--- src/design/welex_pkg.sv ---
// shared constants, types and codes for the window extreme level estimator
`default_nettype none

package welex_pkg;

    localparam int SAMPLE_BITS    = 16;
    localparam int RANK_DEPTH     = 5;
    localparam int COUNT_BITS     = 16;
    localparam int TRIM_THRESHOLD = 13;

    localparam int S_TDATA_BITS = ((SAMPLE_BITS + 7) / 8) * 8;
    localparam int M_TDATA_BITS = ((2 * SAMPLE_BITS + 7) / 8) * 8;

    // sum of three samples needs two guard bits
    localparam int SUM_BITS   = SAMPLE_BITS + 2;
    localparam int DIV3_SHIFT = SAMPLE_BITS + 2;
    localparam int PROD_BITS  = SUM_BITS + DIV3_SHIFT;
    localparam logic [DIV3_SHIFT-1:0] DIV3_MULT =
        DIV3_SHIFT'(((66'd1 << DIV3_SHIFT) + 66'd2) / 66'd3);

    typedef logic signed [SAMPLE_BITS-1:0] t_sample;
    typedef logic signed [SUM_BITS-1:0]    t_sum;
    typedef logic [COUNT_BITS-1:0]         t_count;

    localparam t_sample SAMPLE_MAX = {1'b0, {(SAMPLE_BITS-1){1'b1}}};
    localparam t_sample SAMPLE_MIN = {1'b1, {(SAMPLE_BITS-1){1'b0}}};
    localparam t_count  COUNT_MAX  = '1;

    typedef enum logic [1:0] {
        ST_RUN,
        ST_SUM,
        ST_MUL,
        ST_FIN
    } t_state;

    typedef enum logic [1:0] {
        AVG_ONE,
        AVG_TWO,
        AVG_THREE
    } t_avg_mode;

    typedef struct packed {
        logic ready;  // sample stream open
        logic sum;    // form sums, clear window state
        logic mul;    // scale sums by one third
        logic load;   // write result register
    } t_ctrl_cmd;

    typedef struct packed {
        logic out_free;
    } t_dp_status;

endpackage

`default_nettype wire

--- src/design/welex_ctrl.sv ---
// controller state machine: window intake and end-of-window result sequence
`default_nettype none

module welex_ctrl (
    input  wire logic                  i_clk,
    input  wire logic                  i_rst_n,
    input  wire logic                  i_accept,
    input  wire logic                  i_last,
    input  wire welex_pkg::t_dp_status i_status,
    output welex_pkg::t_ctrl_cmd       o_cmd
);
    import welex_pkg::*;

    t_state r_state;
    t_state n_state;

    always_ff @(posedge i_clk) begin
        if (!i_rst_n) begin
            r_state <= ST_RUN;
        end else begin
            r_state <= n_state;
        end
    end

    always_comb begin
        n_state = r_state;
        unique case (r_state)
            ST_RUN: begin
                if (i_accept && i_last) begin
                    n_state = ST_SUM;
                end
            end
            ST_SUM: n_state = ST_MUL;
            ST_MUL: n_state = ST_FIN;
            ST_FIN: begin
                if (i_status.out_free) begin
                    n_state = ST_RUN;
                end
            end
            default: n_state = ST_RUN;
        endcase
    end

    always_comb begin
        o_cmd = '0;
        unique case (r_state)
            ST_RUN: o_cmd.ready = 1'b1;
            ST_SUM: o_cmd.sum   = 1'b1;
            ST_MUL: o_cmd.mul   = 1'b1;
            ST_FIN: o_cmd.load  = i_status.out_free;
            default: o_cmd = '0;
        endcase
    end

    a_sum_then_mul: assert property (@(posedge i_clk) disable iff (!i_rst_n)
        (r_state == ST_SUM) |=> (r_state == ST_MUL))
        else $error("sum step not followed by multiply step");

    a_last_starts_calc: assert property (@(posedge i_clk) disable iff (!i_rst_n)
        (i_accept && i_last) |=> (r_state == ST_SUM))
        else $error("last sample did not start the result sequence");

endmodule

`default_nettype wire

--- src/design/welex_dp.sv ---
// datapath: rank insertion, sample count, trimmed means and result register
`default_nettype none

module welex_dp (
    input  wire logic                     i_clk,
    input  wire logic                     i_rst_n,
    input  wire logic                     i_accept,
    input  wire welex_pkg::t_sample       i_sample,
    input  wire welex_pkg::t_ctrl_cmd     i_cmd,
    input  wire logic                     i_out_ready,
    output welex_pkg::t_dp_status         o_status,
    output logic                          o_out_valid,
    output welex_pkg::t_sample            o_low_level,
    output welex_pkg::t_sample            o_high_level
);
    import welex_pkg::*;

    t_sample   r_low  [RANK_DEPTH];
    t_sample   r_high [RANK_DEPTH];
    t_sample   n_low  [RANK_DEPTH];
    t_sample   n_high [RANK_DEPTH];
    t_count    r_count;
    logic      [RANK_DEPTH-1:0] lt;
    logic      [RANK_DEPTH-1:0] gt;

    t_sum      r_lo_sum;
    t_sum      r_hi_sum;
    t_sum      n_lo_sum;
    t_sum      n_hi_sum;
    t_avg_mode r_mode;
    t_avg_mode n_mode;
    logic      [PROD_BITS-1:0] r_lo_prod;
    logic      [PROD_BITS-1:0] r_hi_prod;
    logic      [SUM_BITS-1:0]  lo_mag;
    logic      [SUM_BITS-1:0]  hi_mag;

    logic      r_out_valid;
    t_sample   r_low_level;
    t_sample   r_high_level;
    t_sample   n_low_level;
    t_sample   n_high_level;
    logic      ranks_sorted;

    // compare-and-shift insertion, strict comparison
    always_comb begin
        for (int i = 0; i < RANK_DEPTH; i++) begin
            lt[i] = i_sample < r_low[i];
            gt[i] = i_sample > r_high[i];
        end
        for (int i = 0; i < RANK_DEPTH; i++) begin
            n_low[i]  = lt[i] ? i_sample : r_low[i];
            n_high[i] = gt[i] ? i_sample : r_high[i];
        end
        // entries past the insertion point move down one place
        for (int i = 1; i < RANK_DEPTH; i++) begin
            if (lt[i-1]) begin
                n_low[i] = r_low[i-1];
            end
            if (gt[i-1]) begin
                n_high[i] = r_high[i-1];
            end
        end
    end

    always_ff @(posedge i_clk) begin
        if (!i_rst_n || i_cmd.sum) begin
            for (int i = 0; i < RANK_DEPTH; i++) begin
                r_low[i]  <= SAMPLE_MAX;
                r_high[i] <= SAMPLE_MIN;
            end
            r_count <= '0;
        end else if (i_accept) begin
            for (int i = 0; i < RANK_DEPTH; i++) begin
                r_low[i]  <= n_low[i];
                r_high[i] <= n_high[i];
            end
            if (r_count != COUNT_MAX) begin
                r_count <= r_count + 1'b1;
            end
        end
    end

    // level selection by window length
    always_comb begin
        if (r_count == t_count'(1)) begin
            n_mode   = AVG_ONE;
            n_lo_sum = SUM_BITS'(r_low[0]);
            n_hi_sum = SUM_BITS'(r_low[0]);
        end else if (r_count == t_count'(2)) begin
            n_mode   = AVG_TWO;
            n_lo_sum = SUM_BITS'(r_low[0]) + SUM_BITS'(r_high[0]);
            n_hi_sum = n_lo_sum;
        end else if (r_count >= t_count'(TRIM_THRESHOLD)) begin
            n_mode   = AVG_THREE;
            n_lo_sum = SUM_BITS'(r_low[2]) + SUM_BITS'(r_low[3]) + SUM_BITS'(r_low[4]);
            n_hi_sum = SUM_BITS'(r_high[2]) + SUM_BITS'(r_high[3])
                     + SUM_BITS'(r_high[4]);
        end else begin
            n_mode   = AVG_THREE;
            n_lo_sum = SUM_BITS'(r_low[0]) + SUM_BITS'(r_low[1]) + SUM_BITS'(r_low[2]);
            n_hi_sum = SUM_BITS'(r_high[0]) + SUM_BITS'(r_high[1])
                     + SUM_BITS'(r_high[2]);
        end
    end

    always_ff @(posedge i_clk) begin
        if (i_cmd.sum) begin
            r_lo_sum <= n_lo_sum;
            r_hi_sum <= n_hi_sum;
            r_mode   <= n_mode;
        end
    end

    // divide by three on the magnitude: multiply by reciprocal, sign restored later
    assign lo_mag = r_lo_sum[SUM_BITS-1] ? SUM_BITS'(-r_lo_sum) : SUM_BITS'(r_lo_sum);
    assign hi_mag = r_hi_sum[SUM_BITS-1] ? SUM_BITS'(-r_hi_sum) : SUM_BITS'(r_hi_sum);

    always_ff @(posedge i_clk) begin
        if (i_cmd.mul) begin
            r_lo_prod <= PROD_BITS'(lo_mag) * PROD_BITS'(DIV3_MULT);
            r_hi_prod <= PROD_BITS'(hi_mag) * PROD_BITS'(DIV3_MULT);
        end
    end

    function automatic t_sample finish_mean(input t_avg_mode mode, input t_sum s,
                                            input logic [PROD_BITS-1:0] prod);
        t_sample q;
        t_sum    half;
        begin
            q    = t_sample'(prod[PROD_BITS-1:DIV3_SHIFT]);
            half = (s + t_sum'(s[SUM_BITS-1])) >>> 1;
            case (mode)
                AVG_ONE: finish_mean = s[SAMPLE_BITS-1:0];
                AVG_TWO: finish_mean = half[SAMPLE_BITS-1:0];
                default: finish_mean = s[SUM_BITS-1] ? -q : q;
            endcase
        end
    endfunction

    assign n_low_level  = finish_mean(r_mode, r_lo_sum, r_lo_prod);
    assign n_high_level = finish_mean(r_mode, r_hi_sum, r_hi_prod);

    always_ff @(posedge i_clk) begin
        if (!i_rst_n) begin
            r_out_valid <= 1'b0;
        end else if (i_cmd.load) begin
            r_out_valid <= 1'b1;
        end else if (i_out_ready) begin
            r_out_valid <= 1'b0;
        end
    end

    always_ff @(posedge i_clk) begin
        if (i_cmd.load) begin
            r_low_level  <= n_low_level;
            r_high_level <= n_high_level;
        end
    end

    assign o_status.out_free = !r_out_valid || i_out_ready;
    assign o_out_valid       = r_out_valid;
    assign o_low_level       = r_low_level;
    assign o_high_level      = r_high_level;

    always_comb begin
        ranks_sorted = 1'b1;
        for (int i = 0; i < RANK_DEPTH - 1; i++) begin
            if (r_low[i] > r_low[i+1] || r_high[i] < r_high[i+1]) begin
                ranks_sorted = 1'b0;
            end
        end
    end

    a_ranks_sorted: assert property (@(posedge i_clk) disable iff (!i_rst_n)
        ranks_sorted)
        else $error("rank lists out of order");

    a_window_cleared: assert property (@(posedge i_clk) disable iff (!i_rst_n)
        i_cmd.sum |=> (r_count == '0))
        else $error("window state not cleared after result");

    a_load_when_free: assert property (@(posedge i_clk) disable iff (!i_rst_n)
        i_cmd.load |-> (!r_out_valid || i_out_ready))
        else $error("result register overwritten before transaction");

    a_no_intake_in_calc: assert property (@(posedge i_clk) disable iff (!i_rst_n)
        i_cmd.sum |-> !i_accept)
        else $error("sample taken during result sequence");

endmodule

`default_nettype wire

--- src/design/window_extreme_level_estimator.sv ---
// top level: stream ports around the controller and the datapath
//
// Slave stream carries one signed sample per transaction (tdata) and tlast on
// the final sample of a window. The block keeps the five smallest and five
// largest samples of the window and a saturating sample count. After the
// last sample it sends one master-stream transaction with the low level in
// the lower half of tdata and the high level in the upper half.
// Throughput: one sample per cycle within a window. At the end of a window
// the slave side closes for the three-step result sequence (sum, multiply by
// one third, result load); the result is on o_m_tvalid after the load step,
// which waits while a previous result is still pending.
// The result register parts the two sides: a new window streams in while a
// result waits. If the receiver still stalls when the next window ends, the
// slave side stays closed until the waiting result is taken.
// Reset (synchronous, active low) empties the window and drops any pending
// result.
`default_nettype none

module window_extreme_level_estimator (
    input  wire logic                                 i_clk,
    input  wire logic                                 i_rst_n,
    input  wire logic                                 i_s_tvalid,
    output logic                                      o_s_tready,
    input  wire logic [welex_pkg::S_TDATA_BITS-1:0]   i_s_tdata,  // sample
    input  wire logic                                 i_s_tlast,  // last_sample
    output logic                                      o_m_tvalid,
    input  wire logic                                 i_m_tready,
    output logic [welex_pkg::M_TDATA_BITS-1:0]        o_m_tdata   // low_level, high_level
);
    import welex_pkg::*;

    t_ctrl_cmd  cmd;
    t_dp_status status;
    logic       in_accept;
    t_sample    low_level;
    t_sample    high_level;

    assign o_s_tready = cmd.ready;
    assign in_accept  = i_s_tvalid && cmd.ready;

    welex_ctrl u_ctrl (
        .i_clk    (i_clk),
        .i_rst_n  (i_rst_n),
        .i_accept (in_accept),
        .i_last   (i_s_tlast),
        .i_status (status),
        .o_cmd    (cmd)
    );

    welex_dp u_dp (
        .i_clk        (i_clk),
        .i_rst_n      (i_rst_n),
        .i_accept     (in_accept),
        .i_sample     (i_s_tdata[SAMPLE_BITS-1:0]),
        .i_cmd        (cmd),
        .i_out_ready  (i_m_tready),
        .o_status     (status),
        .o_out_valid  (o_m_tvalid),
        .o_low_level  (low_level),
        .o_high_level (high_level)
    );

    assign o_m_tdata = M_TDATA_BITS'({high_level, low_level});

endmodule

`default_nettype wire
--- config.mk ---
export PLATFORM = sky130hd
export DESIGN_NAME = window_extreme_level_estimator
export DESIGN_NICKNAME = d
export VERILOG_FILES = /design/src/design/welex_pkg.sv /design/src/design/welex_ctrl.sv /design/src/design/welex_dp.sv /design/src/design/window_extreme_level_estimator.sv
export SDC_FILE = /design/constraint.sdc
export NUM_CORES = 2
export LEC_CHECK = 0
export ABC_AREA = 1
export CAP_MARGIN = 20
export CORE_UTILIZATION = 30
export CTS_CLUSTER_SIZE = 8
export DETAILED_ROUTE_END_ITERATION = 8
export DONT_BUFFER_PORTS = 1
export PLACE_DENSITY = 0.5
export REMOVE_ABC_BUFFERS = 1
export SYNTH_ARGS = -nofsm -noshare
export SYNTH_HDL_FRONTEND = slang
export SYNTH_SLANG_ARGS = --single-unit
--- constraint.sdc ---
create_clock -name i_clk -period 8.4 [get_ports i_clk]
set_clock_uncertainty 0.05 [all_clocks]
set_input_delay 0.42 -clock i_clk [delete_from_list [all_inputs] [get_ports i_clk]]
set_output_delay 0.42 -clock i_clk [all_outputs]
set_load 0.03 [all_outputs]
==> results.toml <==
[status]
outcome = "complete, no violations"

[final_layout]
diodes = 0
final_cell_mix = "1097 x nand2_1, 947 x inv_1, 540 x ha_1, 400 x nand3_1, 375 x nor2_1"
final_common_cell = "nand2_1"
fin_nets = 5729
drive_gt1_frac = 0.0302
synthToLayoutAreaGrowth_pct = 8.68
final_cells = 6573

[synthesis]
synth_edf_count = 262
syn-cell-area_um2 = 37300
async_flop_share = 0
yosysUniqueCellTypes = 55
postSynthAreaPerCell_um2 = 7.59
ys_seq_area_frac = 0.221
synth-seq-cells = 281
synth_warnings = 0
synth_cells = 4919
ys.flop_type = "edfxtp_1"

[global_routing]
track_usage = 0.201
grt_antenna_before_repair = 1
grt_pass1_wl_um = 192000
grt_max_degree = 56
first_global_vias = 31000
globalRoute.totalOverflow = 0

[floorplanning]
die_height_um = 355
die_area_um2 = 126000
start_util = 0.302
die_w_um = 355
boundaryPins = 55
rows = 129
core-area_um2 = 123000

[sta]
worst_pin_slew_ps = 953
fin_ws_ps = 1480
hold_viol = 0
rsz0062_at_grt = "no"
fin_crit_sh = 0.824
holdWs_ps = 43.0
fin_crit_ps = 6920
finalSetupViolCount = 0
max_freq_mhz = 145
tns_ps = 0
slew_violations = 0
slew_headroom = 0.362

[place]
port_buffers = 0
dp.cells = 6488
gp_congestion = 0.917
dp_slack_ps = 1550
place.detailed.hpwl_um = 99100

[min_path]
hp-class = "in2reg"

[critical_path]
cpMostUsedCell = "inv_1"
critPathSlowestCell = "xor2_1"
required_ps = 8700
crit_type = "reg2reg"
worst_ep_arrival_time_ps = 7220
cp_num_buf_inv = 5
critPathMaxStageDelay_ps = 590
critPathTopFamily = "adder cells"
cp_max_fo = 7
cp-start-kind = "flip-flop"
worst_setup_path_end_kind = "flip-flop"

[clock_tree]
cts-root-buf = "clkbuf_16"
clk_latency_ps = 630
numCtsBuffers = 43
clkSlewWorstSetupHoldPaths_ps = 50
cts.htree.levels = 2
postCtsSetupBuffers = 0
post_cts_resized = 0
cts_buffer_depth = 3
cts_tree = "built"
clkSinkCount = 281

[run]
drv_cap = 0

[route]
firstDrtPassIters = 6
avgViaCountPerCell = 4.93
wl_um = 128000
drt_iter0_markers = 2600
routedWlPerCell_um = 19.5
vias = 32400
drc = 0
antenna_left = 0
[registers in the layout, indices dropped and copies added, names as in the netlist]
register / flops
u_dp.r_high: 80
u_dp.r_low: 80
u_dp.r_hi_sum: 18
u_dp.r_lo_sum: 18
u_dp.o_high_level: 16
u_dp.o_low_level: 16
u_dp.r_count: 16
u_dp.r_hi_prod: 16
u_dp.r_lo_prod: 16
u_ctrl.r_state: 2
u_dp.r_mode: 2
u_dp.o_out_valid: 1
[timing repair]
action / CTS / global route
hold buffers: 18 / 0
endpoints found under the hold margin: 124 / 0
setup endpoints to repair: 0 / 0
[worst reg2reg max path, stage by stage (launching register included)]
cell	delay [ps]
edfxtp_1	550
inv_1	160
ha_1	170
nand2_1	90
nor2_1	170
nand4_1	160
o21ai_1	220
o21ai_1	130
a21oi_1	160
xor2_1	590
ha_1	390
ha_1	290
inv_1	50
fa_1	500
inv_1	60
fa_1	480
fa_1	500
inv_1	50
fa_1	470
inv_1	40
ha_1	360
a21o_1	220
a31oi_1	230
o21ai_0	170
a21oi_1	160
nand2_1	80
xor2_1	140
[synthesized netlist by cell type, types with 4 or more instances]
| cell | number | area, um2 |
|---|---|---|
| nand2_1 | 1097 | 4120 |
| inv_1 | 947 | 3550 |
| ha_1 | 542 | 6780 |
| nand3_1 | 400 | 2000 |
| nor2_1 | 375 | 1410 |
| a21oi_1 | 310 | 1550 |
| edfxtp_1 | 262 | 7870 |
| fa_1 | 252 | 5040 |
| o21ai_0 | 171 | 856 |
| xor2_1 | 74 | 648 |
| nor3_1 | 54 | 270 |
| nand4_1 | 52 | 325 |
| buf_2 | 38 | 190 |
| o21bai_1 | 37 | 278 |
| clkbuf_1 | 29 | 109 |
| a21o_1 | 24 | 180 |
| dfxtp_1 | 19 | 380 |
| or2_2 | 18 | 113 |
| xnor2_1 | 18 | 158 |
| a31oi_1 | 15 | 93.8 |
| inv_2 | 15 | 56.3 |
| o211ai_1 | 15 | 113 |
| o21ai_1 | 15 | 75.1 |
| nor4_1 | 14 | 87.6 |
| o21a_1 | 14 | 105 |
| buf_1 | 10 | 37.5 |
| nand2_2 | 10 | 62.6 |
| o221ai_1 | 10 | 87.6 |
| nand3b_1 | 9 | 67.6 |
| a211oi_1 | 8 | 60.1 |
| nor3_2 | 6 | 60.1 |
| buf_4 | 5 | 37.5 |
| nor2_4 | 5 | 56.3 |
| o22ai_1 | 5 | 31.3 |
| and2_1 | 4 | 25.0 |
| buf_6 | 4 | 45.0 |
| nand3_2 | 4 | 40.0 |
| nand3_4 | 4 | 70.1 |
[worst paths after layout]
check | from | end | slack (ps) | cells past startpoint
max | u_dp.r_lo_sum[0] | u_dp.r_lo_prod[23] | 1480 | 26
min | i_s_tdata[8] | u_dp.r_low[0][8] | 40 | 2
max reg2reg | u_dp.r_lo_sum[0] | u_dp.r_lo_prod[23] | 1480 | 26
min reg2reg | u_dp.r_count[15] | u_dp.r_count[15] | 440 | 2
[cell families (layout without fill, tap and decap cells)]
kind of cell | Yosys count | after routing | synth area share
AND/OR/NAND/NOR | 2065 | 2065 | 0.237
buffers and inverters | 1052 | 1069 | 0.108
adder cells (fa/ha/maj) | 794 | 794 | 0.317
AO/OA/AOI/OAI | 632 | 632 | 0.0937
flip-flops | 281 | 281 | 0.221
XOR/XNOR | 95 | 95 | 0.0229
[stage by stage]
step                area [um2]  utilization
global placement         39100        0.317
floorplan                36900            -
CTS                      40600        0.328
global route             40600        0.328
detailed placement       39100        0.317
finish                   40600        0.328
[per-layer routing]
| layer | part of all wire | vias to the layer above | track usage |
|---|---|---|---|
| li1 | - | 16000 | - |
| met1 | 0.47 | 15300 | 0.291 |
| met2 | 0.44 | 964 | 0.317 |
| met3 | 0.064 | 119 | 0.0245 |
| met4 | 0.022 | 0 | 0.0436 |
| met5 | 0 | - | 0 |
[area by class of cell]
| type | count | area (um2) |
|---|---|---|
| Inverter | 966 | 3630 |
| Sequential cell | 281 | 8250 |
| Tap cell | 1637 | 2050 |
| Fill cell | 13200 | 82900 |
| Clock inverter | 7 | 96.3 |
| Clock buffer | 60 | 1180 |
| Multi-Input combinational cell | 3586 | 25000 |
| Timing Repair Buffer | 36 | 315 |
Power is not shown: default switching activity piles up to over one toggle a cycle in this logic, so the estimate is an artifact.
